**src/design/tw_div.sv**
```systemverilog
// pipelined restoring divider, one quotient bit per stage
module tw_div #(
    parameter int NUM_W  = 48,
    parameter int DEN_W  = 24,
    parameter int Q_W    = 24,
    parameter int SIDE_W = 8
) (
    input  logic              i_clk,
    input  logic              i_rst_n,
    input  logic              i_valid,
    input  logic [NUM_W-1:0]  i_num,
    input  logic [DEN_W-1:0]  i_den,
    input  logic [SIDE_W-1:0] i_side,
    output logic              o_valid,
    output logic [Q_W-1:0]    o_quo,
    output logic [DEN_W-1:0]  o_rem,
    output logic [DEN_W-1:0]  o_den,
    output logic [SIDE_W-1:0] o_side
);
    // numerator high part must already be below the divisor

    logic              r_v    [Q_W];
    logic [DEN_W-1:0]  r_rem  [Q_W];
    logic [Q_W-1:0]    r_low  [Q_W];
    logic [Q_W-1:0]    r_quo  [Q_W];
    logic [DEN_W-1:0]  r_den  [Q_W];
    logic [SIDE_W-1:0] r_side [Q_W];

    logic              n_v    [Q_W];
    logic [DEN_W-1:0]  n_rem  [Q_W];
    logic [Q_W-1:0]    n_low  [Q_W];
    logic [Q_W-1:0]    n_quo  [Q_W];
    logic [DEN_W-1:0]  n_den  [Q_W];
    logic [SIDE_W-1:0] n_side [Q_W];

    always_comb begin
        logic [DEN_W-1:0] prem;
        logic [Q_W-1:0]   plow;
        logic [Q_W-1:0]   pquo;
        logic [DEN_W:0]   trial;
        logic [DEN_W:0]   diff;
        for (int k = 0; k < Q_W; k++) begin
            if (k == 0) begin
                n_v[k]    = i_valid;
                prem      = i_num[NUM_W-1 -: DEN_W];
                plow      = i_num[Q_W-1:0];
                pquo      = '0;
                n_den[k]  = i_den;
                n_side[k] = i_side;
            end else begin
                n_v[k]    = r_v[k-1];
                prem      = r_rem[k-1];
                plow      = r_low[k-1];
                pquo      = r_quo[k-1];
                n_den[k]  = r_den[k-1];
                n_side[k] = r_side[k-1];
            end
            trial = {prem, plow[Q_W-1]};
            diff  = trial - {1'b0, n_den[k]};
            if (trial >= {1'b0, n_den[k]}) begin
                n_rem[k] = diff[DEN_W-1:0];
                n_quo[k] = {pquo[Q_W-2:0], 1'b1};
            end else begin
                n_rem[k] = trial[DEN_W-1:0];
                n_quo[k] = {pquo[Q_W-2:0], 1'b0};
            end
            n_low[k] = {plow[Q_W-2:0], 1'b0};
        end
    end

    always_ff @(posedge i_clk) begin
        for (int k = 0; k < Q_W; k++) begin
            r_rem[k]  <= n_rem[k];
            r_low[k]  <= n_low[k];
            r_quo[k]  <= n_quo[k];
            r_den[k]  <= n_den[k];
            r_side[k] <= n_side[k];
        end
        if (!i_rst_n) begin
            for (int k = 0; k < Q_W; k++) begin
                r_v[k] <= 1'b0;
            end
        end else begin
            for (int k = 0; k < Q_W; k++) begin
                r_v[k] <= n_v[k];
            end
        end
    end

    assign o_valid = r_v[Q_W-1];
    assign o_quo   = r_quo[Q_W-1];
    assign o_rem   = r_rem[Q_W-1];
    assign o_den   = r_den[Q_W-1];
    assign o_side  = r_side[Q_W-1];

endmodule
```
**config.mk**
```make
export PLATFORM = sky130hd
export DESIGN_NAME = tw_div
export DESIGN_NICKNAME = d
export VERILOG_FILES = /design/src/design/tw_div.sv
export SDC_FILE = /design/constraint.sdc
export NUM_CORES = 2
export LEC_CHECK = 0
export BUFFER_PORTS_ARGS = -buffer_cell sky130_fd_sc_hd__buf_4
export CORE_MARGIN = 2
export CORE_UTILIZATION = 44
export CTS_CLUSTER_DIAMETER = 40
export DETAILED_ROUTE_END_ITERATION = 8
export PLACE_DENSITY = 0.6
export SYNTH_ARGS = -nofsm -noshare
export SYNTH_HDL_FRONTEND = slang
export SYNTH_SLANG_ARGS = --single-unit
```
**constraint.sdc**
```tcl
create_clock -name i_clk -period 4.05 [get_ports i_clk]
set_clock_uncertainty 0.2 [all_clocks]
set_input_delay 0.2025 -clock i_clk [delete_from_list [all_inputs] [get_ports i_clk]]
set_output_delay 0.2025 -clock i_clk [all_outputs]
set_load 0.01 [all_outputs]
```
Word-level counts from Yosys, hierarchy flattened

Memory sizes are Yosys's and may differ from the RTL's.
Index checks and enable logic that the tools add are counted.

Register bits after elaboration: 0
Memory bits (writable): 2496
Output and inout port bits: 81
Word-level logic and storage cells: 152
Memories kept: 6

Memory list:

| memory | words | width | read ports | clocked after memory_dff | write ports | RTL line | source |
|---|---|---|---|---|---|---|---|
| r_den  | 24    | 24    | 24         | 0                        | 24          | 26       | `logic [DEN_W-1:0] r_den [Q_W];` |
| r_quo  | 24    | 24    | 24         | 0                        | 24          | 25       | `logic [Q_W-1:0] r_quo [Q_W];` |
| r_rem  | 24    | 24    | 24         | 0                        | 24          | 23       | `logic [DEN_W-1:0] r_rem [Q_W];` |
| r_low  | 24    | 23    | 23         | 0                        | 24          | 24       | `logic [Q_W-1:0] r_low [Q_W];` |
| r_side | 24    | 8     | 24         | 0                        | 24          | 27       | `logic [SIDE_W-1:0] r_side [Q_W];` |
| r_v    | 24    | 1     | 24         | 0                        | 24          | 22       | `logic r_v [Q_W];` |

$add $sub $neg: 24
$lt $le $gt $ge: 24
Mux-type cells: 74
Bitwise logic cells: 24

Operators with widths:

| kind             | count |
|---|---|
| $ge A25 B24 Y1   | 24 |
| $mux W24         | 24 |
| $sub A24 B24 Y24 | 24 |
| $mux W1          | 50 |
| $or A1 B1 Y1     | 24 |

Depth between registers and ports, before layout

An unclocked memory read counts as a cell.

Depth in word-level cells: 3
Depth in mapped cells: 14
Gate-level depth less buffers: 12

Worst setup path after synthesis

OpenSTA, ideal clock, no wires.

Kind: reg2reg
Start point: memory r_low[2][137] in the netlist's numbering
End point: memory r_rem[22][18] (netlist: r_rem[2][162])
Data arrival time: 2.984 ns
Required time: 3.729 ns
Setup slack: 0.745 ns
Stages on the path, launching flop included: 13
Cell sequence: dfxtp_1 > inv_1 > ha_1 > fa_1 > nand2b_1 > a21boi_0 > o21ai_0 > a2111oi_0 > nor2_1 > a32oi_1 > a31oi_1 > xnor2_1 > mux2_2

RTL lines:

| item            | RTL line |
|---|---|
| start, declared | 24 |
| end, declared   | 23 |

==> summary.txt <==
Worst setup path
  – Slowest cell on the critical path: dlygate4sd3_1
  – CP max FO: 19
  – Crit path capture: r_rem[0][2]
  – WS Path Type: in2reg
  – R2R Path End: r_rem[2][162]
  – Crit end category: flip-flop
  – Slowest stage delay, CP: 0.58 ns
  – CP required: 4.63 ns
  – Critical Path Most Common Cell: dlygate4sd3_1
  – Crit Reg-Reg Startpoint: r_low[2][137]
  – CP arrival: 4.48 ns
  – Ordered cell list for the critical path: dlygate4sd3_1, buf_4, dlygate4sd3_1, ha_1, nor2b_1, o21a_1, o21bai_1, a31oi_2, nand3_1, o31ai_1, a21oi_1, nor3_4, buf_4, mux2_2, dlygate4sd3_1
  – Cells on worst reg2reg path: 14
  – Setup crit start kind: primary input
  – Register-to-register setup slack: 0.35 ns
  – CP Launch Point: i_den[0]

Pwr
  – Total Power: 87.13 mW
  – PwrDens: 949.2 nW/um^2
  – Leakage power: 41.88 nW
  – Max VDD drop: 560.2 uV

Drt
  – WL/cell: 16.50 um
  – Remaining DRCs: 0
  – Met3 wire len: 8434 um
  – Via Count: 52,820
  – Vias/cell: 5.032
  – Top Layer Used: met5
  – Router iterations before antenna repair: 6
  – First-iteration detailed-routing DRC count: 3,357
  – Metal2 WL: 73,420 um
  – Routed Antenna Nets: 0
  – M1 WL: 85,020 um
  – Final WL: 173,200 um

Global routing
  – Initial antenna violation count: 2
  – Largest net degree at the start of global routing: 45
  – First-pass GRT wire length: 273,100 um
  – Overflow after GRT: 0
  – GRT Total Usage: 19.28%
  – Vias in the first global route: 51,540

CTS
  – Worst skew pair latency: 0.92 ns
  – CTS root buf: clkbuf_16
  – Total CTS buffers: 290
  – TritonCTS clock tree: done
  – CTS H-tree lvls: 5
  – Clock-pin slew on the worst setup and hold paths: 0.06 ns
  – Clock buffer depth: 4
  – Clock sinks: 1,944

Yosys
  – Sequential share of the synthesized area: 50.91%
  – Syn_area_per_cell: 10.25 sq um
  – Async SR Flop Fraction: 0%
  – Warnings, synthesis: 0
  – Cell variety after synth: 91
  – Top FF cell, synth: dfxtp_1
  – EDFF count, synth: 0
  – Cell area after synthesis: 76,440 sq um
  – Synthesized instance count: 7,455
  – FF+latch count, synth: 1,944
  – Syn nets: 8,138

Final layout
  – Final instance area: 91,790 sq um
  – Share of cells above drive strength 1: 13.40%
  – Multi-input gate area: 33,960 sq um
  – Area grow syn2layout: 20.07%
  – NumNets Final: 8,657
  – Fillers: 15,140
  – Final cell count without fillers: 10,500
  – Register area: 38,920 sq um

Die
  – Die Width: 420.8 um
  – Placeable Area: 172,100 sq um
  – Die extent in y: 420.8 um
  – Die Area: 177,100 sq um
  – Initial core utilization: 44.41%
  – Total I/O pin count: 164
  – Row count: 152

STA
  – Slew headroom: 28.98%
  – RSZ-0062 raised after global routing: no
  – Final max-slew violation count: 0
  – Final Hold Fails: 0
  – Setup violations, final: 0
  – Setup TNS: 0 ns
  – F_max: 256.5 MHz
  – Post-route clock period utilization: 96.26%
  – Worst slew pin tran: 1.065 ns
  – Post-layout min period: 3.898 ns
  – Worst setup margin: 0.1516 ns

Placement
  – IO buf count: 163
  – Dpl cell area: 80,260 sq um
  – Detailed Place HPWL: 129,100 um
  – DP Worst Slack: 0.4066 ns
  – Placed cell count: 9,809
  – Final Wtd Congestion: 0.9031

Outcome
  – Outcome: complete, no violations

Worst hold path
  – HP Class: reg2reg

Run
  – Max cap viols: 0
-- worst min path at each step --
stage / start / endpoint / slack, ns / depth (start not counted)
final: r_side[1][6] / r_side[1][14] / 0.10 / 0
after global routing: r_side[1][6] / r_side[1][14] / 0.12 / 0
after CTS: i_num[47] / r_quo[0][0] / 0.08 / 4
after detailed placement: i_num[10] / r_low[0][10] / 0.11 / 1
after global placement: i_num[10] / r_low[0][10] / 0.11 / 1
after floorplan: i_den[0] / r_den[0][0] / 0.03 / 0
-- cell families (layout without fill, tap and decap cells) --
logic type	after synthesis	in the layout	share of synthesized area [%]
AOI/OAI and AO/OA	1722	1722	14.55
xor gates and xnor gates	419	419	4.801
adders and majority gates	600	600	10.06
buffers and inverters	925	1655	4.804
DFF	1944	1944	50.91
muxes	385	385	5.611
other	0	1	0
and+or+nand+nor	1460	1460	9.269
-- placed cells by master, fill, tap and decap left out, types with 25 or more instances in the layout --
cell type	n
nand3_1	87
a211oi_1	48
a21o_1	259
clkbuf_1	25
a21oi_1	518
dfxtp_1	1944
inv_8	25
or3_1	29
nor2b_1	98
o31ai_1	40
inv_6	42
buf_4	206
nand2b_1	72
a31oi_1	78
mux2i_1	37
nand4_1	91
nand2_1	327
xnor2_1	270
inv_1	755
dlygate4sd3_1	183
nor3_1	104
o21ai_0	321
mux2_2	331
o21a_1	87
and2_1	54
xor2_1	149
o21bai_1	60
nor2_1	444
clkbuf_16	299
ha_1	576
a21boi_0	35
and3_1	57
-- through the flow --
stage,hold WS [ns],util (%)
global placement,0.1075,46.63
detailed placement,0.1081,46.63
finish,0.1031,53.33
floorplan,0.03022,-
global route,0.1160,53.33
CTS,0.08280,53.31
-- synth_stat cells (11+ instances only) --
| master | count | share of area (%) |
|---|---|---|
| a211o_1 | 23 | 0.26 |
| nand2_1 | 327 | 1.6 |
| a21boi_0 | 35 | 0.34 |
| o31a_1 | 19 | 0.22 |
| xnor2_1 | 270 | 3.1 |
| or2_2 | 23 | 0.19 |
| fa_1 | 24 | 0.63 |
| a311oi_1 | 22 | 0.25 |
| nor2b_1 | 98 | 0.80 |
| o31ai_1 | 40 | 0.39 |
| nand4_1 | 91 | 0.74 |
| a221oi_1 | 11 | 0.13 |
| a21o_1 | 259 | 2.5 |
| inv_1 | 755 | 3.7 |
| nor2_1 | 444 | 2.2 |
| a21oi_1 | 520 | 3.4 |
| nor3b_1 | 18 | 0.18 |
| and3_1 | 57 | 0.47 |
| o311ai_0 | 14 | 0.16 |
| nor4_1 | 16 | 0.13 |
| nand2b_1 | 72 | 0.59 |
| o21ai_0 | 321 | 2.1 |
| a2111oi_0 | 13 | 0.15 |
| nor3_1 | 104 | 0.68 |
| clkbuf_1 | 81 | 0.40 |
| ha_1 | 576 | 9.4 |
| o21a_1 | 87 | 0.85 |
| mux2i_1 | 37 | 0.48 |
| or3_1 | 29 | 0.24 |
| o211ai_1 | 17 | 0.17 |
| o21ai_1 | 15 | 0.098 |
| mux2_1 | 17 | 0.25 |
| buf_2 | 52 | 0.34 |
| a31oi_1 | 81 | 0.66 |
| a31o_2 | 12 | 0.14 |
| buf_4 | 30 | 0.29 |
| and2_1 | 54 | 0.44 |
| a211oi_1 | 48 | 0.47 |
| nand3_1 | 87 | 0.57 |
| mux2_2 | 331 | 4.9 |
| o21bai_1 | 60 | 0.59 |
| dfxtp_1 | 1944 | 51 |
| and4_1 | 14 | 0.16 |
| xor2_1 | 149 | 1.7 |
-- critical path: cells and delay by family --
kind | cells | cell delay [ns]
adders and majority gates | 1 | 0.22
buffers and inverters | 5 | 2.13
AOI/OAI and AO/OA | 5 | 0.93
and+or+nand+nor | 3 | 0.60
muxes | 1 | 0.38
-- power by group --
group	internal [mW]	total (mW)	switching (mW)
clock	15.3	24.4	9.14
combinational	16.6	35.1	18.5
sequential	24.5	27.6	3.11
total	56.4	87.1	30.8
-- sequential cells by signal (all words and copies together), names as in the netlist --
name,flops
r_low,276
r_rem,576
r_den,576
r_quo,300
r_side,192
r_v,24
-- cell type report --
cell class	count	area share, %
well taps	2310	3.149
diodes	1	0.002726
inverters	756	3.092
clock inverters	155	1.917
clock buffers	348	8.614
multi-input cells	4586	36.99
repair buffers	396	3.833
flip-flops and latches	1944	42.40
-- per-layer routing --
layer  global-route usage [%]  vias up
met1                    26.99    24370
met3                    3.332      337
li1                         -    26830
met4                    8.195        2
met5                        0        -
met2                    29.22     1277
-- repair_timing --
item	4_1_cts	5_1_grt
buffers inserted	0	0
endpoints found under the hold margin	104	0
setup endpoints to repair	0	17
hold buffers	183	0
resized for setup	0	5
No activity file was read; power rests on OpenSTA's default activity.
