**config.mk**
```make
export PLATFORM = sky130hd
export DESIGN_NAME = tw_cfg
export DESIGN_NICKNAME = d
export VERILOG_FILES = /design/src/design/tw_pkg.sv /design/src/design/tw_cfg.sv
export SDC_FILE = /design/constraint.sdc
export NUM_CORES = 2
export LEC_CHECK = 0
export ABC_AREA = 1
export BUFFER_PORTS_ARGS = -buffer_cell sky130_fd_sc_hd__buf_4
export CORE_MARGIN = 5
export CORE_UTILIZATION = 50
export DETAILED_ROUTE_END_ITERATION = 6
export PLACE_DENSITY = 0.8
export SYNTH_ARGS = -nofsm -noshare
export SYNTH_HDL_FRONTEND = slang
export SYNTH_SLANG_ARGS = --single-unit
```
**constraint.sdc**
```tcl
create_clock -name i_clk -period 6.16 [get_ports i_clk]
set_input_delay 1.232 -clock i_clk [delete_from_list [all_inputs] [get_ports i_clk]]
set_output_delay 1.232 -clock i_clk [all_outputs]
set_load 0.05 [all_outputs]
```
**src/design/tw_pkg.sv**
```systemverilog
// shared types and constants for the trapezoid waveform and area block
package tw_pkg;

    localparam int TIME_W     = 32;
    localparam int START_W    = 31;
    localparam int DUR_W      = 24;
    localparam int LVL_W      = 24;
    localparam int AREA_W     = 56;
    localparam int PROD_W     = 48;
    localparam int CFG_IDX_W  = 3;
    localparam int CFG_DATA_W = 31;

    localparam logic [CFG_IDX_W-1:0] REG_START = 3'd0;
    localparam logic [CFG_IDX_W-1:0] REG_RISE  = 3'd1;
    localparam logic [CFG_IDX_W-1:0] REG_PLAT  = 3'd2;
    localparam logic [CFG_IDX_W-1:0] REG_FALL  = 3'd3;
    localparam logic [CFG_IDX_W-1:0] REG_PEAK  = 3'd4;

    typedef enum logic [2:0] {
        SEG_ZERO,
        SEG_RISE,
        SEG_PLAT,
        SEG_FALL,
        SEG_DONE
    } t_seg;

    typedef struct packed {
        logic [TIME_W-1:0]  t0;
        logic [TIME_W-1:0]  t1;
        logic [TIME_W-1:0]  t2;
        logic [TIME_W-1:0]  t3;
        logic [DUR_W-1:0]   rise;
        logic [DUR_W-1:0]   fall;
        logic [LVL_W-1:0]   mag;
        logic               neg;
        logic               f_zero;
        logic [PROD_W-2:0]  half_ar;
        logic [PROD_W:0]    base;
    } t_cfg;

    typedef struct packed {
        t_seg               seg;
        logic [DUR_W-1:0]   d;
        logic [PROD_W-1:0]  ad;
    } t_side_a;

    typedef struct packed {
        t_seg               seg;
        logic [LVL_W-1:0]   quo;
        logic               nz;
        logic [PROD_W-2:0]  hdq;
        logic [PROD_W-1:0]  ad;
    } t_side_b;

endpackage

```
**src/design/tw_cfg.sv**
```systemverilog
// configuration registers and the break points and products derived from them
module tw_cfg (
    input  logic                          i_clk,
    input  logic                          i_rst_n,
    input  logic                          i_cfg_we,
    input  logic [tw_pkg::CFG_IDX_W-1:0]  i_cfg_idx,
    input  logic [tw_pkg::CFG_DATA_W-1:0] i_cfg_data,
    output tw_pkg::t_cfg                  o_cfg
);
    import tw_pkg::*;

    logic [START_W-1:0] r_start;
    logic [DUR_W-1:0]   r_rise;
    logic [DUR_W-1:0]   r_plat;
    logic [DUR_W-1:0]   r_fall;
    logic [LVL_W-1:0]   r_peak;

    logic [TIME_W-1:0]  r_t0, r_t1, r_t2, r_t3;
    logic [LVL_W-1:0]   r_mag;
    logic               r_neg;
    logic [PROD_W-1:0]  r_ar, r_ap;
    logic [PROD_W-2:0]  r_half_ar;
    logic [PROD_W:0]    r_base;

    logic [TIME_W-1:0]  n_t1, n_t2, n_t3;
    logic [LVL_W-1:0]   n_mag;

    always_comb begin
        n_t1  = TIME_W'(r_start) + TIME_W'(r_rise);
        n_t2  = n_t1 + TIME_W'(r_plat);
        n_t3  = n_t2 + TIME_W'(r_fall);
        n_mag = r_peak[LVL_W-1] ? (~r_peak + LVL_W'(1)) : r_peak;
    end

    always_ff @(posedge i_clk) begin
        if (!i_rst_n) begin
            r_start   <= '0;
            r_rise    <= '0;
            r_plat    <= '0;
            r_fall    <= '0;
            r_peak    <= '0;
            r_t0      <= '0;
            r_t1      <= '0;
            r_t2      <= '0;
            r_t3      <= '0;
            r_mag     <= '0;
            r_neg     <= 1'b0;
            r_ar      <= '0;
            r_ap      <= '0;
            r_half_ar <= '0;
            r_base    <= '0;
        end else begin
            if (i_cfg_we) begin
                unique case (i_cfg_idx)
                    REG_START: r_start <= i_cfg_data;
                    REG_RISE:  r_rise  <= i_cfg_data[DUR_W-1:0];
                    REG_PLAT:  r_plat  <= i_cfg_data[DUR_W-1:0];
                    REG_FALL:  r_fall  <= i_cfg_data[DUR_W-1:0];
                    REG_PEAK:  r_peak  <= i_cfg_data[LVL_W-1:0];
                    default: ;
                endcase
            end
            r_t0      <= TIME_W'(r_start);
            r_t1      <= n_t1;
            r_t2      <= n_t2;
            r_t3      <= n_t3;
            r_mag     <= n_mag;
            r_neg     <= r_peak[LVL_W-1];
            r_ar      <= PROD_W'(r_mag) * PROD_W'(r_rise);
            r_ap      <= PROD_W'(r_mag) * PROD_W'(r_plat);
            r_half_ar <= r_ar[PROD_W-1:1];
            r_base    <= (PROD_W+1)'(r_ar[PROD_W-1:1]) + (PROD_W+1)'(r_ap);
        end
    end

    always_comb begin
        o_cfg.t0      = r_t0;
        o_cfg.t1      = r_t1;
        o_cfg.t2      = r_t2;
        o_cfg.t3      = r_t3;
        o_cfg.rise    = r_rise;
        o_cfg.fall    = r_fall;
        o_cfg.mag     = r_mag;
        o_cfg.neg     = r_neg;
        o_cfg.f_zero  = (r_fall == '0);
        o_cfg.half_ar = r_half_ar;
        o_cfg.base    = r_base;
    end

endmodule

```
* After elaboration in Yosys (flattened, before gate mapping)
Cells that the tools add are included.
Storage, ports and cells: register bits after elaboration 472, input port bits 37, output and inout bits 298, logic and storage cells 38
Operators by class: $add $sub $neg 5, $mul 2, equality and inequality tests 4, multiplexer cells 1, bitwise operators 1, reduce and logical (&&, ||, !) cells 8
Operators by type and width (count):
- $mul A24 B24 Y48 | 2
- $add A32 B24 Y32 | 2
- $add A47 B48 Y49 | 1
- $add A31 B24 Y32 | 1
- $add A24 B1 Y24 const B | 1
- $logic_not A24 Y1 | 1
- $not A24 Y24 | 1
- $mux W23 | 1
- $reduce_and A2 Y1 | 6
- $eq A3 B2 Y1 const B | 2
- $eq A3 B1 Y1 const B | 1
- $eq A3 B3 Y1 const B | 1
- $logic_not A3 Y1 | 1

* Logic depth before layout (Yosys ltp)
word-level depth 3, depth in mapped cells 33, mapped depth without buffers 33

* Worst setup path after synthesis
Ideal clock, no wire load.
kind register to register, from reg r_mag[13], to reg r_ap[41], library setup time 0.122 ns, arrival 6.759 ns, data required time 6.038 ns, slack -0.721 ns, stages on the path, launching flop included 32, buffers on the path 2, clock period less this slack 6.881 ns, path through dfxtp_1 -> clkbuf_1 -> clkbuf_1 -> nand2_1 -> fa_1 -> inv_1 -> fa_1 -> inv_1 -> fa_1 -> inv_1 -> fa_1 -> inv_1 -> fa_1 -> inv_1 -> fa_1 -> inv_1 -> fa_1 -> inv_1 -> ha_1 -> a21oi_1 -> o21a_1 -> inv_1 -> a21oi_1 -> o21ai_0 -> a21oi_1 -> o21ai_1 -> nand2_1 -> nand2_1 -> nand2_1 -> nand2_1 -> o21ai_0 -> a21oi_1
Between the ends: longest elaborated chain between the ends 1
Ends and longest elaborated chain:
- start, declared | line tw_cfg.sv:19 | logic [LVL_W-1:0] r_mag;
- start signal, assigned | line tw_cfg.sv:67 | r_mag <= n_mag;
- $mul A24 B24 Y48 | line tw_cfg.sv:70 | r_ap <= PROD_W'(r_mag) * PROD_W'(r_plat);
- end signal, assigned | line tw_cfg.sv:70
- end, declared | line tw_cfg.sv:21 | logic [PROD_W-1:0] r_ar, r_ap;
No other way between the ends. A chain may end at the register's enable or synchronous reset.

* Worst setup path in the final report
from reg r_mag[19], to reg r_ar[41]
Between the ends: longest elaborated chain between the ends 1
Ends and longest elaborated chain:
- $mul A24 B24 Y48 | line tw_cfg.sv:69 | r_ar <= PROD_W'(r_mag) * PROD_W'(r_rise);
- end signal, assigned | line tw_cfg.sv:69
- end, declared | line tw_cfg.sv:21
No other way between the ends.

==> results summary <==
The flow ran to the end, but the final reports show violations. The final reports fail on design-rule violations, negative setup slack. The wire length after detailed routing came out at 231000 um. The first global-routing pass estimated 346000 um of wire. The data arrival time of the critical path came out at 7.16 ns. The initial antenna violation count came to 14.

Headroom to the max-slew limit came out at 0.358. Setup repair after global routing could not meet its margin everywhere. For the pin with the worst max-slew slack, the measured transition is approximately 0.96 ns. Setup violations remaining at the end of the flow were counted as 56.

The via count normalized by instance count is 5.37. The H-tree level count came out at 2. The global-route met1 utilization is 0.424. The area of the mapped netlist is 0.0602 sq mm.

The area enclosed by the die boundary came out at between 0.1 and 0.15 sq mm. The placer's final routability congestion estimate is 1.01. The reported max-cap violation count came out at 0. In the global route stage, met2 resource usage came out at 0.595. The dominant delay contributor by cell family on the critical path is adder cells. The worst setup path is launched from a flop. The overall die height came out at between 300 and 400 um. The clock tree from TritonCTS is yes. The clock latency on the worst-skew pair came out at 0.65 ns.

The number of global-route vias before repair came out at 59100. After synthesis, the netlist uses 58 different library cells. The launch point of the worst hold path is r_peak[22]$_SDFFE_PN0P_. The busiest layer in global routing is met2. The core region is 0.120 sq mm. The area growth from synthesis to layout is 27.8%.

Timing would allow up to 152 MHz. The largest total area in the synthesized netlist belongs to sky130_fd_sc_hd__fa_1. The endpoint identified for the worst register-to-register timing path is r_ar[41]$_SDFF_PN0_. The net count after synthesis is 9503. Along the worst hold path, the cell count comes to 1. The worst voltage drop across the vdd grid is about 0.2 mV. The power density over the cells is 107 mW/mm^2. The final clock period utilization by the worst path came out at 1.07.

The top-area cell type share of the netlist area came out at 0.322. The pre-antenna-repair detailed-routing pass consisted of 7 iterations. The clock sink count is 470. By area the synthesized netlist is led by sky130_fd_sc_hd__fa_1, sky130_fd_sc_hd__dfxtp_1, sky130_fd_sc_hd__inv_1. The slack of the critical path is -0.441 ns.

The HPWL after detailed placement came out at 183000 um. In the final layout, the share of cells above drive strength 1 is 0.226. The peak fanout along the critical path is 6. Entering global routing, the biggest net connects 179 pins.

The delay contributed by the slowest stage of the critical path is roughly 0.63 ns. The initial utilization of the core area, before any placement, comes to 0.503. The floorplan has ~130 rows. The number of flops mapped to enable cells by yosys came out at 0. In this run the count of I/O pins placed on the die edge is 335.

The number of CTS-inserted buffers came out at 50. The total of buffers placed on input and output ports is 333. The launch point of the worst reg-to-reg path is r_mag[19]$_SDFF_PN0_. The worst hold path belongs to the class reg2reg. The worst hold slack is about 0.43 ns.

The number of design-rule violations left by the first detailed-router iteration came out at 5145. Clock tree synthesis selected as its root buffer the cell sky130_fd_sc_hd__clkbuf_16. The slowest stage of the critical path belongs to the cell sky130_fd_sc_hd__fa_1.

The predominant post-synthesis flop cell is sky130_fd_sc_hd__dfxtp_1. The smallest clock period supported by the final layout is computed as 6.60 ns. For this run, asynchronously set or reset flops after synthesis account for 0. The count of final hold-check violations is 0. The average wire per standard cell came out at 21.7 um. Clock skew on the completed layout was measured at roughly 0.044 ns. After detailed placement, the total cell area comes to 0.0703 sq mm. The critical path is of the reg2reg type. The cell count after synthesis came out at around 8000. The clock edge transition at the registers on the reported setup and hold paths is ~0.06 ns. The setup slack of the worst register-to-register path is -0.44 ns.

The remaining global-route overflow is 0. The required time of the worst setup path came out at approximately 6.7 ns. After routing the design area is 0.0769 sq mm. The number of pins with negative max-slew slack in the final report is 0.

The die is approximately 360 um wide. The count of buffering cells on the critical path with inverters included is 9. The number of vias in the routed layout is between 50000 and 60000. The number of hold buffers added after cts came out at 0. The worst setup path is captured at a flop.

After detailed routing, the number of remaining DRC violations is 3. The worst-case clock buffer depth came out at 3. The depth of the worst register-to-register path is 29. For this run, global-route usage on met3 was measured as 0.0752. The proportion of synthesized chip area in sequential cells came out at 0.156. The worst hold path terminates at r_mag[23]$_SDFF_PN0_. The final layout net count came out at 10500.

The overall power of the completed layout is around 0.0083 W. The leakage power of the design came out at 43.3 nW. The number of warning messages in the yosys log is 0. In this design, the critical path's most frequently occurring cell is sky130_fd_sc_hd__fa_1. The average instance area after synthesis is 7.50 sq um. The count of nets left with antenna violations once routing finished came out at 0. The total routing usage reported by global routing is 0.355. In this run, synthesis produced a sequential element count of between 400 and 500.
==> final cells by class <==
| type | instances | area [sq um] |
|---|---|---|
| Multi-Input combinational cell | 5019 | 44000 |
| Fill cell | 9902 | 42900 |
| Timing Repair Buffer | 1264 | 11400 |
| Sequential cell | 470 | 9570 |
| Inverter | 2199 | 8270 |
| Tap cell | 1612 | 2020 |
| Clock buffer | 67 | 1440 |
| Clock inverter | 23 | 249 |
| Antenna cell | 3 | 7.51 |
==> sequential cells by signal, summed over array words and instances (netlist names), 24 cells and up <==
signal / count
r_ap: 48
r_ar: 47
r_base: 49
r_fall: 24
r_half_ar: 47
r_mag: 24
r_peak: 24
r_plat: 24
r_rise: 24
r_start: 31
r_t0: 31
r_t1: 32
r_t2: 32
r_t3: 32
==> layer usage <==
layer	wire length (um)	vias to the layer above
li1	-	25600
met1	82700	27500
met2	107000	3178
met3	23100	947
met4	17600	14
met5	90	-
==> how the worst max path moves through the flow <==
stage                                       from                  end  slack (ns)  depth (start not counted)
after global placement      r_mag[17]$_SDFF_PN0_  r_ar[45]$_SDFF_PN0_       -0.49                         26
after CTS                   r_mag[12]$_SDFF_PN0_  r_ap[44]$_SDFF_PN0_       -0.22                         27
after global routing        r_mag[15]$_SDFF_PN0_  r_ap[32]$_SDFF_PN0_       -0.53                         27
final                       r_mag[19]$_SDFF_PN0_  r_ar[41]$_SDFF_PN0_       -0.44                         29
after floorplan           r_plat[0]$_SDFFE_PN0P_  r_ap[41]$_SDFF_PN0_      -0.008                         31
after detailed placement    r_mag[19]$_SDFF_PN0_  r_ap[46]$_SDFF_PN0_       -0.48                         25
==> kinds of logic (layout without fill, tap and decap cells) <==
| kind of cell | count (synthesis) | count (layout) | synth area share |
|---|---|---|---|
| AND/OR/NAND/NOR | 2495 | 2495 | 0.165 |
| flip-flops | 470 | 470 | 0.156 |
| adder cells (fa/ha/maj) | 1436 | 1436 | 0.419 |
| XOR/XNOR | 54 | 54 | 0.00798 |
| buffers and inverters | 2541 | 3553 | 0.159 |
| other | 1 | 4 | 0.0000623 |
| AO/OA/AOI/OAI | 1033 | 1033 | 0.0930 |
==> worst register-to-register path: cells and delay by family (launching register included) <==
family	cells	cell delay, ns
adder cells (fa/ha/maj)	8	3.97
flip-flops	1	0.46
buffers and inverters	9	0.90
AO/OA/AOI/OAI	4	0.51
AND/OR/NAND/NOR	8	0.68
==> power by group <==
part | total (W) | internal (W) | switching [W]
combinational | 0.00182 | 0.000648 | 0.00117
sequential | 0.00324 | 0.00313 | 0.000111
clock | 0.00320 | 0.00178 | 0.00142
==> what timing repair did <==
action	CTS	global route
buffers inserted	137	51
gates cloned	3	0
gates resized for setup	508	428
pin swaps	177	236
endpoints found under the setup margin	62	72
hold endpoints to repair	0	0
==> placed cells by master (no fill, tap or decap), drive strengths merged, types with 22 or more instances in the layout <==
cell type,n
nor4,22
fa,968
buf,1263
nand4,32
nor2,509
o21a,54
ha,468
nor3,40
xor2,38
nand2,1767
nand3,108
o21ai,413
dfxtp,470
clkbuf,67
a31oi,35
a21oi,456
inv,2204
==> Yosys cell counts (3+ instances only) <==
master                      instances
sky130_fd_sc_hd__inv_1           2195
sky130_fd_sc_hd__nand2_1         1746
sky130_fd_sc_hd__fa_1             968
sky130_fd_sc_hd__nor2_1           497
sky130_fd_sc_hd__dfxtp_1          470
sky130_fd_sc_hd__ha_1             468
sky130_fd_sc_hd__a21oi_1          453
sky130_fd_sc_hd__o21ai_0          393
sky130_fd_sc_hd__clkbuf_1         297
sky130_fd_sc_hd__nand3_1           98
sky130_fd_sc_hd__o21a_1            54
sky130_fd_sc_hd__nor3_1            39
sky130_fd_sc_hd__xor2_1            38
sky130_fd_sc_hd__a31oi_1           35
sky130_fd_sc_hd__buf_1             34
sky130_fd_sc_hd__nand4_1           31
sky130_fd_sc_hd__nor4_1            22
sky130_fd_sc_hd__nand2_2           19
sky130_fd_sc_hd__xnor2_1           15
sky130_fd_sc_hd__a21o_1            14
sky130_fd_sc_hd__o21ai_1           14
sky130_fd_sc_hd__o21bai_1          13
sky130_fd_sc_hd__a21boi_0          11
sky130_fd_sc_hd__o211ai_1          11
sky130_fd_sc_hd__nand3_2           10
sky130_fd_sc_hd__nor2_2             9
sky130_fd_sc_hd__buf_4              7
sky130_fd_sc_hd__o21ai_2            6
sky130_fd_sc_hd__a31o_2             5
sky130_fd_sc_hd__and3_1             5
sky130_fd_sc_hd__a221oi_1           4
sky130_fd_sc_hd__and2_1             4
sky130_fd_sc_hd__a211oi_1           3
sky130_fd_sc_hd__a21oi_2            3
sky130_fd_sc_hd__inv_2              3
sky130_fd_sc_hd__nor2_4             3
sky130_fd_sc_hd__nor3b_1            3
sky130_fd_sc_hd__o2111ai_1          3
sky130_fd_sc_hd__o31ai_1            3
==> metrics by stage <==
| step | TNS, ns | instances | worst slack, ns | util |
|---|---|---|---|---|
| global placement | -15.75 | 10400 | -0.493 | 0.587 |
| global route | -20.38 | 10700 | -0.532 | 0.642 |
| floorplan | -0.00754 | 8030 | -0.00754 | - |
| CTS | -4.69 | 10600 | -0.220 | 0.628 |
| finish | -11.66 | 10700 | -0.441 | 0.642 |
| detailed placement | -18.10 | 10400 | -0.485 | 0.587 |
Note: power is estimated with default switching activity, not from simulation.
